==> config.mk <==
export PLATFORM = sky130hd
export DESIGN_NAME = linear_probe_hash_table_top
export DESIGN_NICKNAME = d
export VERILOG_FILES = /design/src/rtl/lpht_pkg.sv /design/src/rtl/linear_probe_hash_table_top.sv /design/src/rtl/lpht_store.sv
export VERILOG_INCLUDE_DIRS = /design/src /design/src/rtl
export SDC_FILE = /design/constraint.sdc
export NUM_CORES = 2
export LEC_CHECK = 0
export ABC_AREA = 0
export BUFFER_PORTS_ARGS = -buffer_cell sky130_fd_sc_hd__buf_2
export CAP_MARGIN = 10
export CELL_PAD_IN_SITES_DETAIL_PLACEMENT = 1
export CELL_PAD_IN_SITES_GLOBAL_PLACEMENT = 1
export CORE_MARGIN = 1.5
export CORE_UTILIZATION = 45
export DETAILED_ROUTE_END_ITERATION = 16
export PLACE_DENSITY = 0.76
export SLEW_MARGIN = 40
export SYNTH_ARGS = -nofsm -noshare
export SYNTH_HDL_FRONTEND = slang
export SYNTH_SLANG_ARGS = --single-unit
==> constraint.sdc <==
create_clock -name clk -period 5 [get_ports clk]
set_clock_uncertainty 0.15 [all_clocks]
set_input_delay 1 -clock clk [delete_from_list [all_inputs] [get_ports clk]]
set_output_delay 1 -clock clk [all_outputs]
set_load 0.05 [all_outputs]
==> src/rtl/linear_probe_hash_table_top_macros.svh <==
// Assertion macros for the linear probe hash table.
`ifndef LINEAR_PROBE_HASH_TABLE_TOP_MACROS_SVH
`define LINEAR_PROBE_HASH_TABLE_TOP_MACROS_SVH
`ifndef SYNTHESIS
`define LPHT_ASSERT(lbl, prop, msg) \
	lbl: assert property (@(posedge clk) disable iff (!arst_n) (prop)) else $error(msg);
`define LPHT_ASSERT_NEXT(lbl, ante, cons, msg) \
	lbl: assert property (@(posedge clk) disable iff (!arst_n) (ante) |=> (cons)) \
		else $error(msg);
`else
`define LPHT_ASSERT(lbl, prop, msg)
`define LPHT_ASSERT_NEXT(lbl, ante, cons, msg)
`endif
`endif

==> src/rtl/lpht_pkg.sv <==
// Shared constants, types and helpers of the linear probe hash table.
package lpht_pkg;

	localparam int TABLE_SLOTS = 26;
	localparam int KEY_BYTES   = 8;
	localparam int VALUE_WIDTH = 32;

	localparam int SLOT_W      = $clog2(TABLE_SLOTS);
	localparam int KEY_W       = 8 * KEY_BYTES;
	localparam int IN_KEY_W    = 64;
	localparam int IN_VALUE_W  = 32;
	localparam int OUT_SLOT_W  = 5;
	localparam int STATUS_W    = 3;
	localparam int S_TDATA_W   = ((IN_KEY_W + IN_VALUE_W + 7) / 8) * 8;
	localparam int M_TDATA_W   = ((OUT_SLOT_W + IN_VALUE_W + 7) / 8) * 8;

	localparam logic [7:0] CHAR_A = 8'h61;
	localparam logic [7:0] CHAR_Z = 8'h7a;

	typedef enum logic [STATUS_W-1:0] {
		ST_NEW     = 3'd0,
		ST_UPDATED = 3'd1,
		ST_FOUND   = 3'd2,
		ST_MISS    = 3'd3,
		ST_BADKEY  = 3'd4
	} status_t;

	typedef enum logic [1:0] {
		S_IDLE,
		S_START,
		S_PROBE,
		S_DONE
	} state_t;

	typedef enum logic {
		REQ_INSERT = 1'b0,
		REQ_SEARCH = 1'b1
	} req_t;

	typedef struct packed {
		logic [KEY_W-1:0]       key;
		logic [VALUE_WIDTH-1:0] value;
	} entry_t;

	typedef struct packed {
		logic              en;
		logic [SLOT_W-1:0] addr;
		entry_t            entry;
	} wr_req_t;

	function automatic logic [VALUE_WIDTH-1:0] narrow_value(input logic [IN_VALUE_W-1:0] v);
		logic [63:0] e;
		e = 64'(signed'(v));
		return e[VALUE_WIDTH-1:0];
	endfunction

	function automatic logic [IN_VALUE_W-1:0] widen_value(input logic [VALUE_WIDTH-1:0] v);
		logic [63:0] e;
		e = 64'(signed'(v));
		return e[IN_VALUE_W-1:0];
	endfunction

	function automatic logic [SLOT_W-1:0] next_slot(input logic [SLOT_W-1:0] s);
		return (s == SLOT_W'(TABLE_SLOTS - 1)) ? '0 : s + 1'b1;
	endfunction

endpackage

==> src/rtl/linear_probe_hash_table_top.sv <==
// Top level of the linear probe hash table: request control, probing and result register.
//
// channel  dir  tdata (low bit up)                    tuser
// s_       in   key[63:0], value[95:64]               req_type (0 insert, 1 search)
// m_       out  slot[4:0], found_value[36:5], zeros   status[2:0]
//
// A request passes through accept, first read, a probe of each slot in turn
// (up to 26, one read of the slot memory per cycle), and a result cycle.
// A bad key skips probing and goes straight from accept to the result cycle.
// Reset clears all valid bits at once; no clearing pass.
// A result waiting on m_tready holds the block in its result cycle.
`include "linear_probe_hash_table_top_macros.svh"
module linear_probe_hash_table_top
	import lpht_pkg::*;
(
	input  logic                 clk,
	input  logic                 arst_n,
	input  logic                 s_tvalid,
	output logic                 s_tready,
	input  logic [S_TDATA_W-1:0] s_tdata,  // key[63:0], value[95:64]
	input  logic                 s_tuser,  // req_type
	output logic                 m_tvalid,
	input  logic                 m_tready,
	output logic [M_TDATA_W-1:0] m_tdata,  // slot[4:0], found_value[36:5]
	output logic [STATUS_W-1:0]  m_tuser   // status
);

	state_t                 state_q, state_d;
	req_t                   req_q;
	logic [KEY_W-1:0]       key_q;
	logic [VALUE_WIDTH-1:0] val_q;
	logic [SLOT_W-1:0]      idx_q;
	logic [SLOT_W-1:0]      chk_idx_s1;
	logic [SLOT_W-1:0]      cnt_q;
	status_t                res_status_q;
	logic [OUT_SLOT_W-1:0]  res_slot_q;
	logic [IN_VALUE_W-1:0]  res_fval_q;
	logic                   m_tvalid_q;
	logic [M_TDATA_W-1:0]   m_tdata_q;
	logic [STATUS_W-1:0]    m_tuser_q;

	logic                   rd_en;
	logic [SLOT_W-1:0]      rd_addr;
	entry_t                 rd_entry;
	logic                   rd_valid;
	wr_req_t                wr;

	logic [KEY_W-1:0]       in_key;
	logic [7:0]             in_first;
	logic                   in_bad;
	logic [SLOT_W-1:0]      in_home;
	logic                   accept;
	logic                   hit_empty;
	logic                   hit_match;
	logic                   probe_last;
	logic                   probe_done;
	logic                   out_free;
	status_t                probe_status;
	logic [IN_VALUE_W-1:0]  probe_fval;
	logic [OUT_SLOT_W-1:0]  probe_slot;

	lpht_store u_store (
		.clk      (clk),
		.arst_n   (arst_n),
		.rd_en    (rd_en),
		.rd_addr  (rd_addr),
		.rd_entry (rd_entry),
		.rd_valid (rd_valid),
		.wr       (wr)
	);

	assign in_key   = s_tdata[IN_KEY_W-1 -: KEY_W];
	assign in_first = s_tdata[IN_KEY_W-1 -: 8];
	assign in_bad   = !(in_first inside {[CHAR_A:CHAR_Z]});
	assign in_home  = SLOT_W'(in_first - CHAR_A);
	assign accept   = s_tvalid && s_tready;
	assign out_free = !m_tvalid_q || m_tready;

	assign hit_empty  = !rd_valid;
	assign hit_match  = rd_valid && (rd_entry.key == key_q);
	assign probe_last = (cnt_q == SLOT_W'(TABLE_SLOTS - 1));
	assign probe_done = hit_empty || hit_match || probe_last;

	always_comb begin
		probe_status = ST_MISS;
		probe_slot   = '0;
		probe_fval   = '0;
		if (hit_empty) begin
			if (req_q == REQ_INSERT) begin
				probe_status = ST_NEW;
				probe_slot   = OUT_SLOT_W'(chk_idx_s1);
				probe_fval   = widen_value(val_q);
			end
		end else if (hit_match) begin
			probe_slot = OUT_SLOT_W'(chk_idx_s1);
			if (req_q == REQ_INSERT) begin
				probe_status = ST_UPDATED;
				probe_fval   = widen_value(val_q);
			end else begin
				probe_status = ST_FOUND;
				probe_fval   = widen_value(rd_entry.value);
			end
		end
	end

	always_comb begin
		state_d = state_q;
		case (state_q)
			S_IDLE: begin
				if (s_tvalid) begin
					state_d = in_bad ? S_DONE : S_START;
				end
			end
			S_START: state_d = S_PROBE;
			S_PROBE: begin
				if (probe_done) begin
					state_d = S_DONE;
				end
			end
			S_DONE: begin
				if (out_free) begin
					state_d = S_IDLE;
				end
			end
			default: state_d = S_IDLE;
		endcase
	end

	always_comb begin
		s_tready       = 1'b0;
		rd_en          = 1'b0;
		rd_addr        = idx_q;
		wr.en          = 1'b0;
		wr.addr        = chk_idx_s1;
		wr.entry.key   = key_q;
		wr.entry.value = val_q;
		case (state_q)
			S_IDLE:  s_tready = 1'b1;
			S_START: rd_en = 1'b1;
			S_PROBE: begin
				rd_en = 1'b1;
				wr.en = (req_q == REQ_INSERT) && (hit_empty || hit_match);
			end
			S_DONE:  s_tready = 1'b0;
			default: s_tready = 1'b0;
		endcase
	end

	always_ff @(posedge clk or negedge arst_n) begin
		if (!arst_n) begin
			state_q <= S_IDLE;
		end else begin
			state_q <= state_d;
		end
	end

	always_ff @(posedge clk) begin
		case (state_q)
			S_IDLE: begin
				if (accept) begin
					req_q        <= req_t'(s_tuser);
					key_q        <= in_key;
					val_q        <= narrow_value(s_tdata[S_TDATA_W-1 -: IN_VALUE_W]);
					idx_q        <= in_home;
					cnt_q        <= '0;
					res_status_q <= ST_BADKEY;
					res_slot_q   <= '0;
					res_fval_q   <= '0;
				end
			end
			S_START: begin
				chk_idx_s1 <= idx_q;
				idx_q      <= next_slot(idx_q);
			end
			S_PROBE: begin
				chk_idx_s1 <= idx_q;
				idx_q      <= next_slot(idx_q);
				cnt_q      <= cnt_q + 1'b1;
				if (probe_done) begin
					res_status_q <= probe_status;
					res_slot_q   <= probe_slot;
					res_fval_q   <= probe_fval;
				end
			end
			default: begin
			end
		endcase
		if (state_q == S_DONE && out_free) begin
			m_tdata_q <= M_TDATA_W'({res_fval_q, res_slot_q});
			m_tuser_q <= res_status_q;
		end
	end

	always_ff @(posedge clk or negedge arst_n) begin
		if (!arst_n) begin
			m_tvalid_q <= 1'b0;
		end else if (state_q == S_DONE && out_free) begin
			m_tvalid_q <= 1'b1;
		end else if (m_tready) begin
			m_tvalid_q <= 1'b0;
		end
	end

	assign m_tvalid = m_tvalid_q;
	assign m_tdata  = m_tdata_q;
	assign m_tuser  = m_tuser_q;

	`LPHT_ASSERT(a_wr_only_probe, !wr.en || state_q == S_PROBE, "slot write outside probe")
	`LPHT_ASSERT(a_cnt_bound, state_q != S_PROBE || cnt_q < SLOT_W'(TABLE_SLOTS), "probe overrun")
	`LPHT_ASSERT_NEXT(a_accept_busy, accept, state_q != S_IDLE, "accept left block idle")
	`LPHT_ASSERT(a_badkey_zero, !(m_tvalid && m_tuser == ST_BADKEY) || m_tdata == '0, "bad key data")

endmodule

==> src/rtl/lpht_store.sv <==
// Slot memory with per-slot valid bits and a registered read port.
module lpht_store
	import lpht_pkg::*;
(
	input  logic              clk,
	input  logic              arst_n,
	input  logic              rd_en,
	input  logic [SLOT_W-1:0] rd_addr,
	output entry_t            rd_entry,
	output logic              rd_valid,
	input  wr_req_t           wr
);

	entry_t                 mem [TABLE_SLOTS];
	entry_t                 rd_entry_q;
	logic [TABLE_SLOTS-1:0] valid_q;
	logic                   rd_valid_q;

	always_ff @(posedge clk) begin
		if (wr.en) begin
			mem[wr.addr] <= wr.entry;
		end
		if (rd_en) begin
			rd_entry_q <= mem[rd_addr];
		end
	end

	always_ff @(posedge clk or negedge arst_n) begin
		if (!arst_n) begin
			valid_q    <= '0;
			rd_valid_q <= 1'b0;
		end else begin
			if (wr.en) begin
				valid_q[wr.addr] <= 1'b1;
			end
			if (rd_en) begin
				rd_valid_q <= valid_q[rd_addr];
			end
		end
	end

	assign rd_entry = rd_entry_q;
	assign rd_valid = rd_valid_q;

endmodule

==> flow_metrics.py <==
metrics = {
    "finish": {
        "area_growth_pct": 16.2,
        "final_cell_area_um2": 124000,
        "layout.area.seq_um2": 84400,
        "multi_input_area_um2": 21400,
        "fill_cells": 20333,
        "nets": 5141,
        "drive_gt1_share_pct": 32.8,
    },
    "cts": {
        "htree_levels": 5,
        "clock-sinks": 2814,
        "ctsResizeCount": 0,
        "insertion_delay_ns": 0.99,
        "post_cts.repair.setup_buffers": 0,
        "clockBufferDepth": 4,
        "cts_tree": "yes",
        "clk_pin_slew_ns": 0.06,
        "root_buffer": "clkbuf_16",
        "numCtsBuffers": 301,
    },
    "global_routing": {
        "globalRouteTotalUtil_pct": 24.8,
        "grt_pass1_wl_um": 425000,
        "grt_max_degree": 102,
        "overflow": 0,
        "grt_pass1_vias": 55060,
        "antenna_found_initial": 23,
    },
    "floorplan": {
        "die_w_um": 490,
        "dieArea_um2": 240000,
        "die_h_um": 490,
        "placementRows": 178,
        "core_um2": 236000,
        "io_pins": 146,
        "start_util_pct": 45.3,
    },
    "synthesis": {
        "synth_top_area_share_pct": 78.3,
        "synth_edf_count": 2784,
        "netlist_area_um2": 107000,
        "yosysTopAreaCell": "edfxtp_1",
        "synth-async-reset-ratio_pct": 1.07,
        "ys_ff_latch": 2814,
        "synthTopCellsByArea": "edfxtp_1, mux4_2, mux2_2, mux2i_1, dfrtp_1",
        "ys_seq_area_share_pct": 79.0,
        "synth_area_per_cell_um2": 23.8,
        "synth_cell_types": 42,
        "synthFlopType": "edfxtp_1",
        "synthTopCellsByCount": "edfxtp_1, mux4_2, clkbuf_1",
        "yosysWarnings": 0,
        "synth.most_common_cell": "edfxtp_1",
        "syn_inst": 4493,
    },
    "power": {
        "power.switching_mw": 22.3,
        "seqPwrFrac_pct": 41.0,
        "p_leak_nw": 39.3,
        "comb_power_share_pct": 29.2,
        "pwr-share-clk_pct": 29.8,
        "vdd_ir_drop_max_mv": 0.436,
        "p_int_mw": 49.9,
        "p_per_area_nw_per_um2": 582,
        "switching_share_pct": 30.9,
    },
    "hold_path": {
        "hold_depth": 1,
        "whs_endpoint": "key_q[42]$_DFFE_PP_",
        "hp-class": "input port to flop",
        "min_from": "s_tdata[42]",
    },
    "critical_path": {
        "cp.required_ns": 5.43,
        "reg2reg_depth": 9,
        "startpoint_type": "flop",
        "rrSetupSlack_ns": 0.57,
        "timing.rr.start": "key_q[49]$_DFFE_PP_",
        "end_kind": "flop",
        "path_class": "flop to flop",
        "arrival_ns": 4.86,
        "worstPathMaxFanout": 27,
        "r2r-end": "u_store.mem[11][61]$_DFFE_PP_",
    },
    "timing": {
        "slew_viol_final": 0,
        "rsz0062_at_grt": "false",
        "min_period_ns": 4.43,
        "hold_viol": 0,
        "relSlewSlack_pct": 41.5,
        "fin_crit_sh_pct": 88.6,
        "finalWorstSetupSlack_ns": 0.572,
        "fmax_mhz": 226,
        "finalSetupViolations": 0,
        "setup_tns_ns": 0,
        "worst_pin_slew_ns": 0.878,
    },
    "detailed_routing": {
        "drt_pass1_iterations": 6,
        "ant_nets": 0,
        "drc": 0,
        "wl_um": 299000,
        "wl_per_cell_um": 35.6,
        "vias": 52439,
        "routed_via_density": 6.24,
        "drtIter0Drc": 7341,
    },
    "placed_design": {
        "io_buffers": 142,
        "globalplace.congestion": 0.795,
        "hpwl_um": 176000,
        "dp_slack_ns": 0.714,
        "placed_area_um2": 115000,
    },
    "run_status": {
        "status": "finished, final reports clean",
    },
    "flow_run": {
        "maxCapViolCount": 0,
    },
}
## worst max-delay path by stage
| stage | endpoint | depth (start not counted) | slack, ns | start |
|---|---|---|---|---|
| detailed placement | u_store.mem[6][79]$_DFFE_PP_ | 9 | 0.71 | key_q[49]$_DFFE_PP_ |
| global route | u_store.mem[11][57]$_DFFE_PP_ | 9 | 0.51 | key_q[49]$_DFFE_PP_ |
| finish | u_store.mem[11][61]$_DFFE_PP_ | 9 | 0.57 | key_q[49]$_DFFE_PP_ |
| global placement | u_store.mem[11][45]$_DFFE_PP_ | 10 | 0.75 | key_q[6]$_DFFE_PP_ |
| CTS | u_store.mem[11][61]$_DFFE_PP_ | 9 | 0.48 | key_q[49]$_DFFE_PP_ |
| floorplan | u_store.mem[12][0]$_DFFE_PP_ | 8 | 0.0002 | key_q[42]$_DFFE_PP_ |
## through the flow
stage / total power, mW / util [%] / instances / hold WS (ns)
2_1_floorplan: 42.9 / - / 4495 / 0.250
3_5_place_dp: 50.6 / 48.7 / 7869 / 0.257
3_3_place_gp: 49.9 / 48.5 / 7834 / 0.256
4_1_cts: 72.4 / 52.6 / 8388 / 0.0181
6_report: 72.2 / 52.7 / 8400 / 0.0630
5_1_grt: 74.0 / 52.7 / 8396 / 0.0411
## metal layers
metal	part of all wire (%)	up-vias	routed length, um	track usage [%]
li1	-	20239	-	-
met1	39	28298	117000	34.8
met2	48	3376	143000	39.1
met3	10	516	30600	5.64
met4	2.9	10	8670	7.41
met5	0.022	-	66	0
## flip-flops by register name, indices dropped and copies added, names as in the netlist
register,count
chk_idx_s1,5
cnt_q,5
idx_q,5
key_q,64
m_tdata,37
m_tuser,3
m_tvalid,1
req_q,1
res_fval_q,32
res_slot_q,5
res_status_q,3
state_q,2
u_store.mem,2496
u_store.rd_entry,96
u_store.rd_valid,1
u_store.valid_q,26
val_q,32
## logic make-up after synthesis
group	count (synthesis)	share of synthesized area, %
compound gates	269	1.75
xor+xnor	73	0.599
fa+ha+maj	10	0.117
buf+inv	255	1.17
flops	2814	79.0
mux	875	16.3
other cells	1	0.00351
simple gates	196	1.08
## critical path: stages (launching register included)
cell	delay, ns
edfxtp_1	0.61
xnor2_1	0.38
nand4_1	0.31
nor4_1	0.70
nand4_1	0.46
buf_4	0.34
a21oi_4	0.18
buf_12	0.21
and3_4	0.46
buf_12	0.26
## final cells by class
cell class                      instances  area share [%]
Sequential cell                      2814            68.0
Multi-Input combinational cell       1426            17.2
Clock buffer                          366            6.44
Timing Repair Buffer                  476            4.11
Tap cell                             3150            3.18
Clock inverter                        152            1.04
Inverter                               11          0.0373
Antenna cell                            5          0.0101
## what timing repair did
item | in CTS | in global routing
endpoints found under the hold margin | 30 | 0
hold buffers | 1 | 0
setup endpoints to repair | 0 | 0
## power groups by stage
| stage | combinational (mW) | clock, mW | sequential (mW) |
|---|---|---|---|
| 2_1_floorplan | 12.4 | 0 | 30.5 |
| 3_3_place_gp | 19.7 | 0 | 30.2 |
| 3_5_place_dp | 20.6 | 0 | 30.1 |
| 4_1_cts | 21.1 | 21.8 | 29.6 |
| 5_1_grt | 22.0 | 22.4 | 29.7 |
| 6_report | 21.1 | 21.5 | 29.6 |
## layout by cell type, fill, tap and decap left out, drive strengths merged, types with 97 or more instances in the layout
cell	Yosys	routed
buf	108	475
clkbuf	136	366
mux2i	98	98
a211oi	97	97
edfxtp	2784	2784
mux4	679	679
mux2	98	98
clkinv	0	113
nor2b	97	97
a21oi	98	98
No activity file was read; power rests on OpenSTA's default activity.
